$ cat src/design/pbs_pkg.sv
`timescale 1ns / 1ps

package pbs_pkg;

   localparam int FRAME_BYTES = 65536;
   localparam int ADDR_W      = $clog2(FRAME_BYTES);
   localparam int MEAN_W      = 8;
   localparam int SPREAD_W    = 17;
   localparam int DIV_W       = 8;
   localparam int SIGMA_W     = 4;
   localparam int CSR_DATA_W  = 8;

   // reciprocal of the divisor, scaled by 2^RECIP_SHIFT and rounded up
   localparam int RECIP_SHIFT = 16;
   localparam int RECIP_W     = RECIP_SHIFT + 1;

   localparam logic [MEAN_W-1:0]   MEAN_RESET    = MEAN_W'(128);
   localparam logic [SPREAD_W-1:0] SPREAD_MAX    = {SPREAD_W{1'b1}};
   localparam logic [DIV_W-1:0]    DIVISOR_RESET = DIV_W'(5);
   localparam logic [SIGMA_W-1:0]  SIGMA_RESET   = SIGMA_W'(3);

   typedef enum logic [0:0] {
      CSR_DIVISOR = 1'b0,
      CSR_SIGMA   = 1'b1
   } csr_index_type;

endpackage

$ cat src/design/pbs_recip.sv
`timescale 1ns / 1ps

// restoring divider: recip = ceil(2^RECIP_SHIFT / divisor), one bit per cycle
module pbs_recip (
   input  logic                          clock,
   input  logic                          reset,
   input  logic                          start,
   input  logic [pbs_pkg::DIV_W-1:0]     divisor,
   output logic                          busy,
   output logic [pbs_pkg::RECIP_W-1:0]   recip
);
   import pbs_pkg::*;

   localparam int CNT_W = $clog2(RECIP_W);

   logic [RECIP_W-1:0] num_ff, num_in;
   logic [RECIP_W-1:0] quo_ff, quo_in;
   logic [DIV_W-1:0]   rem_ff, rem_in;
   logic [CNT_W-1:0]   cnt_ff, cnt_in;
   logic               busy_ff, busy_in;
   logic [DIV_W:0]     rem_sh;
   logic [DIV_W:0]     rem_sub;
   logic               ge;

   assign rem_sh  = {rem_ff, num_ff[RECIP_W-1]};
   assign ge      = rem_sh >= {1'b0, divisor};
   assign rem_sub = rem_sh - {1'b0, divisor};

   always_comb begin
      num_in  = num_ff;
      quo_in  = quo_ff;
      rem_in  = rem_ff;
      cnt_in  = cnt_ff;
      busy_in = busy_ff;
      if (start) begin
         num_in  = (RECIP_W'(1) << RECIP_SHIFT) + RECIP_W'(divisor) - RECIP_W'(1);
         quo_in  = '0;
         rem_in  = '0;
         cnt_in  = '0;
         busy_in = 1'b1;
      end else if (busy_ff) begin
         num_in = {num_ff[RECIP_W-2:0], 1'b0};
         quo_in = {quo_ff[RECIP_W-2:0], ge};
         rem_in = ge ? rem_sub[DIV_W-1:0] : rem_sh[DIV_W-1:0];
         cnt_in = cnt_ff + CNT_W'(1);
         if (cnt_ff == CNT_W'(RECIP_W - 1)) begin
            busy_in = 1'b0;
         end
      end
   end

   always_ff @(posedge clock) begin
      if (reset) begin
         busy_ff <= 1'b0;
         cnt_ff  <= '0;
      end else begin
         busy_ff <= busy_in;
         cnt_ff  <= cnt_in;
      end
      num_ff <= num_in;
      quo_ff <= quo_in;
      rem_ff <= rem_in;
   end

   assign busy  = busy_ff;
   assign recip = quo_ff;

endmodule

$ cat config.mk
export PLATFORM = sky130hd
export DESIGN_NAME = pbs_recip
export DESIGN_NICKNAME = d
export VERILOG_FILES = /design/src/design/pbs_pkg.sv /design/src/design/pbs_recip.sv
export SDC_FILE = /design/constraint.sdc
export NUM_CORES = 1
export LEC_CHECK = 0
export BUFFER_PORTS_ARGS = -buffer_cell sky130_fd_sc_hd__buf_2
export CAP_MARGIN = 25
export CORE_ASPECT_RATIO = 1.5
export CORE_MARGIN = 4
export CORE_UTILIZATION = 43
export CTS_BUF_LIST = sky130_fd_sc_hd__clkbuf_2 sky130_fd_sc_hd__clkbuf_4 sky130_fd_sc_hd__clkbuf_8
export DETAILED_ROUTE_END_ITERATION = 7
export GPL_TIMING_DRIVEN = 0
export HOLD_SLACK_MARGIN = 0.12
export PLACE_DENSITY_LB_ADDON = 0.12
export SKIP_CTS_REPAIR_TIMING = 1
export SYNTH_ARGS = -nofsm -noshare
export SYNTH_HDL_FRONTEND = slang
export SYNTH_SLANG_ARGS = --single-unit
$ cat constraint.sdc
create_clock -name clock -period 2.8 [get_ports clock]
set_input_delay 0.28 -clock clock [delete_from_list [all_inputs] [get_ports clock]]
set_output_delay 0.28 -clock clock [all_outputs]
set_load 0.005 [all_outputs]
After elaboration in Yosys (flattened, before gate mapping)
Cells that the tools add are included.

Register bits: 48. Latch bits: 0. Bits in writable memories: 0. Memory bits (read-only): 0. Output and inout bits: 18. Memories kept: 0.

Add/subtract/negate cells: 4. Multiply operators: 0. Div/mod/pow operators: 0. Magnitude comparators: 1. Equal/unequal tests: 1. Shift operators: 0. Muxes and demuxes: 6. Bitwise logic cells: 0. Reduce and logical (&&, ||, !) cells: 2.

Operators by type and width (count): 2-to-1 mux 17 bit (2); adder 17 x 8 -> 17 bit (first input constant) (1); subtractor 17 x 1 -> 17 bit (second input constant) (1); >= comparator 9 x 8 -> 1 bit (1); 2-to-1 mux 8 bit (1); subtractor 8 bit (1); adder 5 x 1 -> 5 bit (second input constant) (1); == test 5 bit (second input constant) (1); 2-to-1 mux 1 bit (3); nonzero test 2 bit (1); OR reduction 2 bit (1).

Depth between registers and ports, before layout
Word-level depth: 4. Mapped depth: 9. Mapped depth without buffers: 9.

Least setup slack after synthesis
OpenSTA, ideal clock, no wires.

Path type: input port to flip-flop. Start point: input divisor[3] (netlist bit). End point: register rem_ff[0]. Library setup time: 0.091 ns. Arrival: 1.895 ns. Required time: 2.709 ns. Slack: 0.814 ns. Stages on the path: 8. Path buffers: 0. Cells stage by stage: inv_1 > ha_1 > and3_1 > o21a_1 > or2_4 > o31ai_4 > nand2_2 > a311oi_1.

Cells in the longest elaborated chain, start to end: 2.

Ends and longest elaborated chain: start: declaration (line pbs_recip.sv:8) `input logic [pbs_pkg::DIV_W-1:0] divisor,`; >= comparator 9 x 8 -> 1 bit (line pbs_recip.sv:26) `assign ge = rem_sh >= {1'b0, divisor};`; 2-to-1 mux 8 bit (line pbs_recip.sv:44) `rem_in = ge ? rem_sub[DIV_W-1:0] : rem_sh[DIV_W-1:0];`; end signal: assignment (line pbs_recip.sv:62) `rem_ff <= rem_in;`; end: declaration (line pbs_recip.sv:18) `logic [DIV_W-1:0] rem_ff, rem_in;`.

No other way between the ends. A chain may end at the register's enable or synchronous reset.

Worst setup path in the final report
Start point: register rem_ff[2]. End point: register rem_ff[0].

Cells in the longest elaborated chain, start to end: 2.

Ends and longest elaborated chain (line): >= comparator 9 x 8 -> 1 bit (pbs_recip.sv:26); 2-to-1 mux 8 bit (pbs_recip.sv:44).

No other way between the ends.

==> flow_summary.ini <==
[power]
p_sw_share_pct = 28.5
vdd_drop_max_uv = 351
sequentialPowerShare_pct = 53.8
p_sw_uw = 418
powerDensity_mw_per_mm2 = 535
internal_power_mw = 1.05
leakagePower_nw = 1.14
combinationalPowerShare_pct = 18.7
p_clk_share_pct = 27.5

[clock_network]
clock_path_buffers = 2
clk_pin_slew_ns = 0.09
numCtsBuffers = 5
h-tree-depth = 2
root_buffer = clkbuf_8
clock_latency_ns = 0.29
cts_sinks = 48
cts_tree = done

[floorplanning]
initial_core_util_pct = 44.2
die_area_mm2 = 0.00694
ioPinCount = 29
die_x_um = 69.4
coreArea_mm2 = 0.00549
row_count = 33
die_h_um = 100

[sta]
timing.final.max_slew_violations = 0
fin_skew_ns = 0.00408
tightest_slew_ns = 0.716
fmax_ghz = 0.446
hold_slack_ns = 0.224
fin_crit_sh_pct = 80.1
period_needed_ns = 2.24
fin_setup_tns_ns = 0
finalSetupViolCount = 0
hold_violations = 0
rsz0062_at_grt = no
slew_headroom_pct = 52.1

[worst_hold_path]
hold_path_class = primary input to flop

[drt]
first_iter_violations = 132
wl_um = 5460
remaining_drc_errors = 0
wl_per_cell_um = 15.3
firstDrtPassIters = 4
vias_per_cell = 5.29
vias = 1887
antenna_left = 0

[setup_path]
crit_path_end_kind = flop
critPathRequiredTime_ns = 3.01
critical_path_class = flop to flop
cpMaxStageDelayCell = o31ai_4
crit_chain = ha_1 -> and3_1 -> o21a_1 -> or2_4 -> o31ai_4 -> nand2_2 -> a311oi_1
path_buf_inv = 0
cp.arrival_ns = 2.45
critPathMaxStageDelay_ns = 0.40
startpoint_type = flop
crit_family = compound AO/OA/AOI/OAI gates
cp_max_fo = 7

[cells_and_area]
final_common_cell = nor2_1
multi_input_area_mm2 = 0.00118
mostFrequentLayoutCells = nor2_1, dfxtp_1, buf_2, inv_1
drive_gt1_share_pct = 15.0
regArea_mm2 = 0.00113
fill_cells = 528
final_nets = 310
area_growth_pct = 12.8
fin_area_mm2 = 0.00274
antenna_cells = 0

[logic_synthesis]
ys.flop_type = dfxtp_1
synth_edf_count = 17
syn_inst = 252
ys_types = 43
synth_warnings = 0
syn_area_mm2 = 0.00243
synth_area_per_cell_um2 = 9.64
yosysSeqAreaShare_pct = 46.6
async_reset_ff_share_pct = 0
ys_seq_elements = 48
synth.net_count = 276

[job]
maxCapViolCount = 0

[global_route]
grt_max_degree = 18
grt_pass1_wl_um = 8800
grt_pass1_vias = 1848
antenna_found_initial = 0
overflow = 0
grt_use_total_pct = 16.0

[placement]
place_hpwl_um = 4160
gp_congestion = 0.807
place_area_mm2 = 0.00265
port_buffers = 27

[outcome]
status = finished clean
## worst reg2reg max path, stage by stage, from the launching register on
cell and delay (ns):
dfxtp_1 0.34, ha_1 0.35, and3_1 0.21, o21a_1 0.12, or2_4 0.28, o31ai_4 0.40, nand2_2 0.16, a311oi_1 0.29
## power by group through the flow
stage                     registers [mW]  logic (mW)  clock network, mW
after detailed placement           0.805       0.273                  0
after global routing               0.793       0.306              0.450
final                              0.789       0.275              0.403
after CTS                          0.789       0.275              0.422
after floorplan                    0.798       0.201                  0
after global placement             0.805       0.272                  0
## cell families (layout without fill, tap and decap cells)
kind of cell / after synthesis / after routing / share of synthesized area (%)
compound gates: 51 / 51 / 15.2
xor+xnor: 12 / 12 / 4.33
fa+ha+maj: 13 / 13 / 7.01
buf+inv: 32 / 67 / 5.00
flops: 48 / 48 / 46.6
mux: 18 / 18 / 7.47
simple gates: 78 / 78 / 14.4
## path summary, 6_finish.rpt
check	start	to	slack (ns)	cells after the start
max	rem_ff[2]	rem_ff[0]	0.56	7
max reg2reg	rem_ff[2]	rem_ff[0]	0.56	7
min reg2reg	rem_ff[2]	rem_ff[2]	0.52	2
min	reset	busy	0.22	2
## layout make-up
| type | instances | area share (%) |
|---|---|---|
| buffer | 10 | 1.42 |
| clock buffer | 5 | 2.51 |
| clock inverter | 3 | 0.685 |
| inverter | 22 | 3.02 |
| multi-input combinational | 172 | 42.9 |
| sequential | 48 | 41.3 |
| tap | 70 | 3.20 |
| timing repair buffer | 27 | 4.93 |
## routing by layer
| metal | up-vias | global-route usage (%) | share of wire [%] |
|---|---|---|---|
| li1 | 955 | - | - |
| met1 | 894 | 17.9 | 41 |
| met2 | 32 | 30.0 | 54 |
| met3 | 6 | 3.41 | 3.3 |
| met4 | 0 | 4.81 | 1.1 |
| met5 | - | 0 | 0 |
## synthesized netlist by cell type (3+ instances only)
master     n  share of area, %
a21oi_1    8               1.6
a311oi_1   6               2.2
a31oi_1    3              0.77
and3_1     3              0.77
buf_1      4              0.62
clkbuf_1   5              0.77
dfxtp_1   31                26
edfxtp_1  17                21
ha_1      12               6.2
inv_1     22               3.4
mux2i_1   17               7.0
nand2_1   13               2.0
nand3_1    5               1.0
nor2_1    37               5.7
nor2b_1    4               1.0
nor3_1     9               1.9
o21a_1     3              0.93
o21ai_0   13               2.7
o21ai_1    3              0.62
xnor2_1    8               2.9
xor2_1     4               1.4
## through the flow
| stage | utilization, % | std cells | power (mW) | setup WS (ns) |
|---|---|---|---|---|
| 6_report | 49.9 | 357 | 1.47 | 0.558 |
| 3_5_place_dp | 48.3 | 349 | 1.08 | 0.413 |
| 4_1_cts | 49.9 | 357 | 1.49 | 0.573 |
| 5_1_grt | 49.9 | 357 | 1.55 | 0.443 |
| 3_3_place_gp | 48.3 | 349 | 1.08 | 0.405 |
| 2_1_floorplan | - | 252 | 1.00 | 0.814 |
## registers in the layout (all words and copies together), names as in the netlist
name	cells
cnt_ff	5
num_ff	17
busy	1
rem_ff	8
recip	17
Power figures use the tool's default switching activity.
